<file path="config.mk">
export PLATFORM = sky130hd
export DESIGN_NAME = drac_ctrl
export DESIGN_NICKNAME = d
export VERILOG_FILES = /design/src/rtl/drac_pkg.sv /design/src/rtl/drac_ctrl.sv
export SDC_FILE = /design/constraint.sdc
export NUM_CORES = 1
export LEC_CHECK = 0
export BUFFER_PORTS_ARGS = -buffer_cell sky130_fd_sc_hd__buf_2
export CAP_MARGIN = 10
export CORE_AREA = 2 2 39 41
export CTS_CLUSTER_SIZE = 8
export DETAILED_ROUTE_END_ITERATION = 16
export DIE_AREA = 0 0 41 43
export GPL_TIMING_DRIVEN = 0
export HOLD_SLACK_MARGIN = 0.05
export RECOVER_POWER = 100
export REMOVE_ABC_BUFFERS = 1
export SLEW_MARGIN = 20
export SYNTH_ARGS = -nofsm -noshare
export SYNTH_HDL_FRONTEND = slang
export SYNTH_SLANG_ARGS = --single-unit
</file>
<file path="constraint.sdc">
create_clock -name clk_i -period 2 [get_ports clk_i]
set_input_delay 0.4 -clock clk_i [delete_from_list [all_inputs] [get_ports clk_i]]
set_output_delay 0.4 -clock clk_i [all_outputs]
set_load 0.03 [all_outputs]
</file>
<file path="src/rtl/drac_pkg.sv">
`default_nettype none

package drac_pkg;

  // Default grid size
  localparam int GridWidth  = 64;
  localparam int GridHeight = 64;

  // Fixed field widths
  localparam int CoordW  = 6;
  localparam int NearW   = 4;
  localparam int FarW    = 5;
  localparam int ThrW    = 5;
  localparam int CfgIdxW = 2;

  // Neighborhood scan: 8 Moore neighbors, then the 20-cell ring
  localparam int NumSteps = 28;
  localparam int StepW    = 5;

  localparam logic [ThrW-1:0] NearLowRst  = 5'd1;
  localparam logic [ThrW-1:0] NearHighRst = 5'd4;
  localparam logic [ThrW-1:0] FarLowRst   = 5'd5;
  localparam logic [ThrW-1:0] FarHighRst  = 5'd12;

  typedef enum logic [CfgIdxW-1:0] {
    CfgNearLow  = 2'd0,
    CfgNearHigh = 2'd1,
    CfgFarLow   = 2'd2,
    CfgFarHigh  = 2'd3
  } cfg_idx_e;

  typedef struct packed {
    logic signed [2:0] dc;
    logic signed [2:0] dr;
    logic              far;
  } step_t;

  // Controller -> datapath
  typedef struct packed {
    logic load_in;
    logic reduce;
    logic issue_center;
    logic issue_step;
    logic clear_acc;
    logic mem_write;
    logic load_out;
  } dp_cmd_t;

  // Datapath -> controller
  typedef struct packed {
    logic reduced;
    logic is_eval;
    logic last_step;
    logic pipe_busy;
    logic out_free;
  } dp_status_t;

  function automatic step_t step_offset(input logic [StepW-1:0] idx);
    step_t s;
    s = '{dc: 3'sd0, dr: 3'sd0, far: 1'b0};
    case (idx)
      5'd0:  s = '{dc: -3'sd1, dr: -3'sd1, far: 1'b0};
      5'd1:  s = '{dc:  3'sd0, dr: -3'sd1, far: 1'b0};
      5'd2:  s = '{dc:  3'sd1, dr: -3'sd1, far: 1'b0};
      5'd3:  s = '{dc: -3'sd1, dr:  3'sd1, far: 1'b0};
      5'd4:  s = '{dc:  3'sd0, dr:  3'sd1, far: 1'b0};
      5'd5:  s = '{dc:  3'sd1, dr:  3'sd1, far: 1'b0};
      5'd6:  s = '{dc: -3'sd1, dr:  3'sd0, far: 1'b0};
      5'd7:  s = '{dc:  3'sd1, dr:  3'sd0, far: 1'b0};
      5'd8:  s = '{dc: -3'sd2, dr: -3'sd3, far: 1'b1};
      5'd9:  s = '{dc: -3'sd2, dr: -3'sd2, far: 1'b1};
      5'd10: s = '{dc: -3'sd2, dr: -3'sd1, far: 1'b1};
      5'd11: s = '{dc: -3'sd2, dr:  3'sd0, far: 1'b1};
      5'd12: s = '{dc: -3'sd2, dr:  3'sd1, far: 1'b1};
      5'd13: s = '{dc: -3'sd2, dr:  3'sd2, far: 1'b1};
      5'd14: s = '{dc: -3'sd2, dr:  3'sd3, far: 1'b1};
      5'd15: s = '{dc:  3'sd2, dr: -3'sd3, far: 1'b1};
      5'd16: s = '{dc:  3'sd2, dr: -3'sd2, far: 1'b1};
      5'd17: s = '{dc:  3'sd2, dr: -3'sd1, far: 1'b1};
      5'd18: s = '{dc:  3'sd2, dr:  3'sd0, far: 1'b1};
      5'd19: s = '{dc:  3'sd2, dr:  3'sd1, far: 1'b1};
      5'd20: s = '{dc:  3'sd2, dr:  3'sd2, far: 1'b1};
      5'd21: s = '{dc:  3'sd2, dr:  3'sd3, far: 1'b1};
      5'd22: s = '{dc: -3'sd1, dr: -3'sd2, far: 1'b1};
      5'd23: s = '{dc:  3'sd0, dr: -3'sd2, far: 1'b1};
      5'd24: s = '{dc:  3'sd1, dr: -3'sd2, far: 1'b1};
      5'd25: s = '{dc: -3'sd1, dr:  3'sd2, far: 1'b1};
      5'd26: s = '{dc:  3'sd0, dr:  3'sd2, far: 1'b1};
      5'd27: s = '{dc:  3'sd1, dr:  3'sd2, far: 1'b1};
      default: s = '{dc: 3'sd0, dr: 3'sd0, far: 1'b0};
    endcase
    return s;
  endfunction

endpackage

`default_nettype wire

</file>
<file path="src/rtl/drac_ctrl.sv">
`default_nettype none

module drac_ctrl (
  input  wire logic                 clk_i,
  input  wire logic                 rst_ni,
  input  wire logic                 in_valid_i,
  output logic                      in_ready_o,
  input  wire drac_pkg::dp_status_t status_i,
  output drac_pkg::dp_cmd_t         cmd_o
);

  typedef enum logic [5:0] {
    StIdle   = 6'b000001,
    StReduce = 6'b000010,
    StWrite  = 6'b000100,
    StScan   = 6'b001000,
    StDrain  = 6'b010000,
    StFinish = 6'b100000
  } state_e;

  state_e state_q, state_d;

  always_comb begin
    state_d    = state_q;
    cmd_o      = '0;
    in_ready_o = 1'b0;
    case (state_q)
      StIdle: begin
        in_ready_o = 1'b1;
        if (in_valid_i) begin
          cmd_o.load_in = 1'b1;
          state_d       = StReduce;
        end
      end
      StReduce: begin
        // coordinates folded into the grid one subtraction at a time
        if (!status_i.reduced) begin
          cmd_o.reduce = 1'b1;
        end else if (status_i.is_eval) begin
          cmd_o.clear_acc = 1'b1;
          state_d         = StScan;
        end else begin
          cmd_o.issue_center = 1'b1;
          state_d            = StWrite;
        end
      end
      StWrite: begin
        cmd_o.mem_write = 1'b1;
        state_d         = StIdle;
      end
      StScan: begin
        cmd_o.issue_step = 1'b1;
        if (status_i.last_step) begin
          state_d = StDrain;
        end
      end
      StDrain: begin
        if (!status_i.pipe_busy) begin
          state_d = StFinish;
        end
      end
      StFinish: begin
        if (status_i.out_free) begin
          cmd_o.load_out = 1'b1;
          state_d        = StIdle;
        end
      end
      default: begin
        state_d = StIdle;
      end
    endcase
  end

  always_ff @(posedge clk_i or negedge rst_ni) begin
    if (!rst_ni) begin
      state_q <= StIdle;
    end else begin
      state_q <= state_d;
    end
  end

endmodule

`default_nettype wire

</file>
* Word level (Yosys, flattened, before mapping)
Cells that the tools add are included.
Cells by class: equality and inequality tests 11, multiplexer cells 21, reductions and logical operators 1
Operators with widths (number):
- $mux W6 | 5
- $pmux W6 S5 | 1
- $mux W1 | 13
- $ne A2 B2 Y1 const B | 5
- $eq A6 B1 Y1 const B | 1
- $eq A6 B2 Y1 const B | 1
- $eq A6 B3 Y1 const B | 1
- $eq A6 B4 Y1 const B | 1
- $eq A6 B5 Y1 const B | 1
- $eq A6 B6 Y1 const B | 1
- $reduce_and A5 Y1 | 1
- $mux W4 | 1
- $mux W2 | 1
Storage, ports and cells: bits of input ports 8, word-level logic and storage cells 34, bits in registers 6, output and inout port bits 8

* Logic depth before layout (Yosys ltp)
depth in word-level cells 3, mapped depth 5, depth with buffers taken out 5

* Worst setup path before layout
OpenSTA, ideal clock, no wires.
path kind register to output, from register state_q[2], to output port cmd_o[4] in the netlist's numbering, required time 1.600 ns, buffers on the path 0, stages on the path, launching flop included 5, arrival 1.510 ns, slack 0.090 ns, path through dfrtp_1 > nor4_2 > and3b_2 > nand2_1 > nor2_1
RTL lines:
- from (decl) | line drac_ctrl.sv:21 | state_e state_q, state_d;
- from (signal assigned) | line drac_ctrl.sv:76 | state_q <= StIdle;
- from (signal assigned) | line drac_ctrl.sv:78 | state_q <= state_d;
- to (decl) | line drac_ctrl.sv:9 | output drac_pkg::dp_cmd_t cmd_o

==> flow_summary_export.csv <==
group,metric,value,unit
route,met2_length,414,µm
placement,port_buffers,15,
yosys,synth_seq_cells,6,
placement,dpl.hpwl,640,µm
yosys,synth.cell_area,379,µm²
timing,maxSlewViolCount,0,
setup_path,startpoint_type,"flip-flop",
yosys,synth_cell_types,21,
setup_path,critPathMaxFanout,4,
yosys,netlist_instances,38,
clock_tree,clock_path_buffers,2,
route,wl_met3,34,µm
grt,grt_pass1_wl,1.28,mm
grt,grt_overflow,0,
timing,setup_viol,2,
run,cap_violations,0,
floorplanning,die_area,0.00176,mm²
route,drcViolationCount,0,
clock_tree,clk_pin_slew,0.05,ns
power,vdd_drop_max,0.000520,V
timing,tightest_slew,0.371,ns
power,powerDensity,1180,mW/mm²
timing,setup_ws,-0.00603,ns
outcome,status,"finished, violations left",
setup_path,rr_startpoint,"state_q[5]",
timing,fin_crit_sh,100,%
layout,seqCellArea,154,µm²
layout,final_util,39.5,%
floorplanning,die_x,41,µm
route,viasPerCell,4.77,
layout,fin_nets,68,
yosys,syn_avg_cell_area,9.98,µm²
route,first_iter_violations,2,
timing,hold_viol,0,
setup_path,critPathCaptureType,"output port",
timing,fmax,498,MHz
floorplanning,die_h,43,µm
timing,post-route-min-period,2.01,ns
layout,fillers,146,
setup_path,critPathRequiredTime,1.60,ns
layout,largest_reg_flops,6,
yosys,yosysSeqAreaShare,39.9,%
setup_path,reg2reg_slack,0.43,ns
clock_tree,clk_latency,0.24,ns
placement,place_ws,0.117,ns
timing,fin_skew,0.00579,ns
clock_tree,cts_sinks,6,
layout,multi_input_area,226,µm²
grt,track_usage,11.6,%
timing,tns,-0.00711,ns
layout,diodes,0,
route,detail-route-antenna-nets,0,
route,dr_total_vias,358,
floorplanning,io_pins,16,
clock_tree,cts_root_buf,"clkbuf_4",
route,wirelength,848,µm
setup_path,endpoint,"cmd_o[2]",
grt,antenna_found_initial,0,
clock_tree,htree_levels,1,
timing,rsz0062_at_grt,"true",
power,leakagePower,0.000279,µW
yosys,yosysWarnings,0,
clock_tree,cts_buffers,3,
power,fin_total_pwr,648,µW
placement,gp_congestion,0.755,
route,wire_per_inst,11.3,µm
grt,grt_max_degree,7,
layout,final_layout_size_suffix_gt1_share,55.9,%
layout,regMostFlops,"state_q",
setup_path,worst_r2r_path_depth,4,
layout,top_regs,"state_q x6",
floorplanning,start_util,27.4,%
worst_hold_path,hold_path_class,"primary input to flip-flop",
floorplanning,core_area,0.00138,mm²
route,wl_met1,380,µm
route,first_pass_iters,2,
setup_path,crit_start,"state_q[3]",
route,top_layer,"met4",
setup_path,rr_endpoint,"state_q[3]",
timing,slew_headroom,75.1,%
grt,grt_pass1_vias,340,
setup_path,arrival,1.61,ns
clock_tree,cts_tree,"done",
setup_path,critical_path_class,"flip-flop to output port",
outcome,violations,"negative setup slack",
layout,syn_to_final_growth,44.2,%
floorplanning,rows,14,
[worst max-delay path: stages (launching register included)]
cell,delay (ns)
dfrtp_2,0.44
nor4_4,0.35
and3b_2,0.26
and3_1,0.18
buf_6,0.13
[Yosys cell counts]
cell       n  area, µm²
o21ai_0    2       10.0
o22ai_1    2       12.5
nand3b_2   2       22.5
nor2_1     4       15.0
o2111ai_2  1       15.0
dfstp_2    1       26.3
o21ai_1    1       5.00
and2_4     1       8.76
inv_1      2       7.51
nand3b_1   2       15.0
nand2_1    2       7.51
and3b_2    2       20.0
and3_1     1       6.26
inv_2      1       3.75
dfrtp_1    5        125
nand3_1    2       10.0
nand4_1    1       6.26
nand4b_1   1       8.76
nor4_2     3       37.5
and4b_1    1       10.0
or2_1      1       6.26
[layout by cell type (no fill, tap or decap), drive strengths merged]
master and n:
and3b 2, inv 3, nand3b 4, dfrtp 5, dlygate4sd3 1, nand3 2, dfstp 1, o21ai 3
nor4 3, buf 12, and4b 1, or2 1, and3 1, clkbuf 8, nand4 1, nor2 4
o2111ai 1, nand4b 1, o22ai 2, nand2 2, and2 1
[cells by family after synthesis]
group / after synthesis / synth area share [%]
AO/OA/AOI/OAI: 6 / 11.2
buffers and inverters: 3 / 2.97
flip-flops: 6 / 39.9
AND/OR/NAND/NOR: 23 / 45.9
[layout make-up]
class / count / area share, %
clock buffers: 4 / 4.81
well taps: 16 / 3.66
inverters: 3 / 2.06
multi-input cells: 29 / 41.4
repair buffers: 17 / 19.9
flip-flops and latches: 6 / 28.1
[worst min-delay path by stage]
stage                  to        from  cells past startpoint  slack, ns
4_1_cts        state_q[0]  in_valid_i                      2       0.34
3_3_place_gp   state_q[1]      rst_ni                      1       0.22
3_5_place_dp   state_q[1]      rst_ni                      1       0.22
6_report       state_q[0]  in_valid_i                      2       0.35
5_1_grt        state_q[0]  in_valid_i                      2       0.34
2_1_floorplan  state_q[1]      rst_ni                      0       0.10
[through the flow]
step	hold WS, ns	area [µm²]	cells
2_1_floorplan	0.104	379	38
3_3_place_gp	0.222	474	69
3_5_place_dp	0.225	474	69
4_1_cts	0.343	537	75
5_1_grt	0.344	547	75
6_report	0.347	547	75
[power breakdown]
group / internal, µW / total [µW] / switching, µW
clock: 75.3 / 115 / 39.8
sequential: 160 / 213 / 53.4
combinational: 142 / 320 / 177
[layer usage]
| metal | vias to the layer above | global-route usage, % |
|---|---|---|
| li1 | 186 | - |
| met1 | 159 | 11.6 |
| met2 | 11 | 17.5 |
| met3 | 2 | 3.14 |
| met4 | 0 | 12.0 |
| met5 | - | 0 |
[repair_timing]
item	in CTS	in global routing
pin swaps	2	1
buffers inserted	1	0
hold buffers	1	0
endpoints found under the setup margin	4	6
gates cloned	0	0
endpoints found under the hold margin	5	0
resized for setup	5	8
No activity file was read; power rests on OpenSTA's default activity.
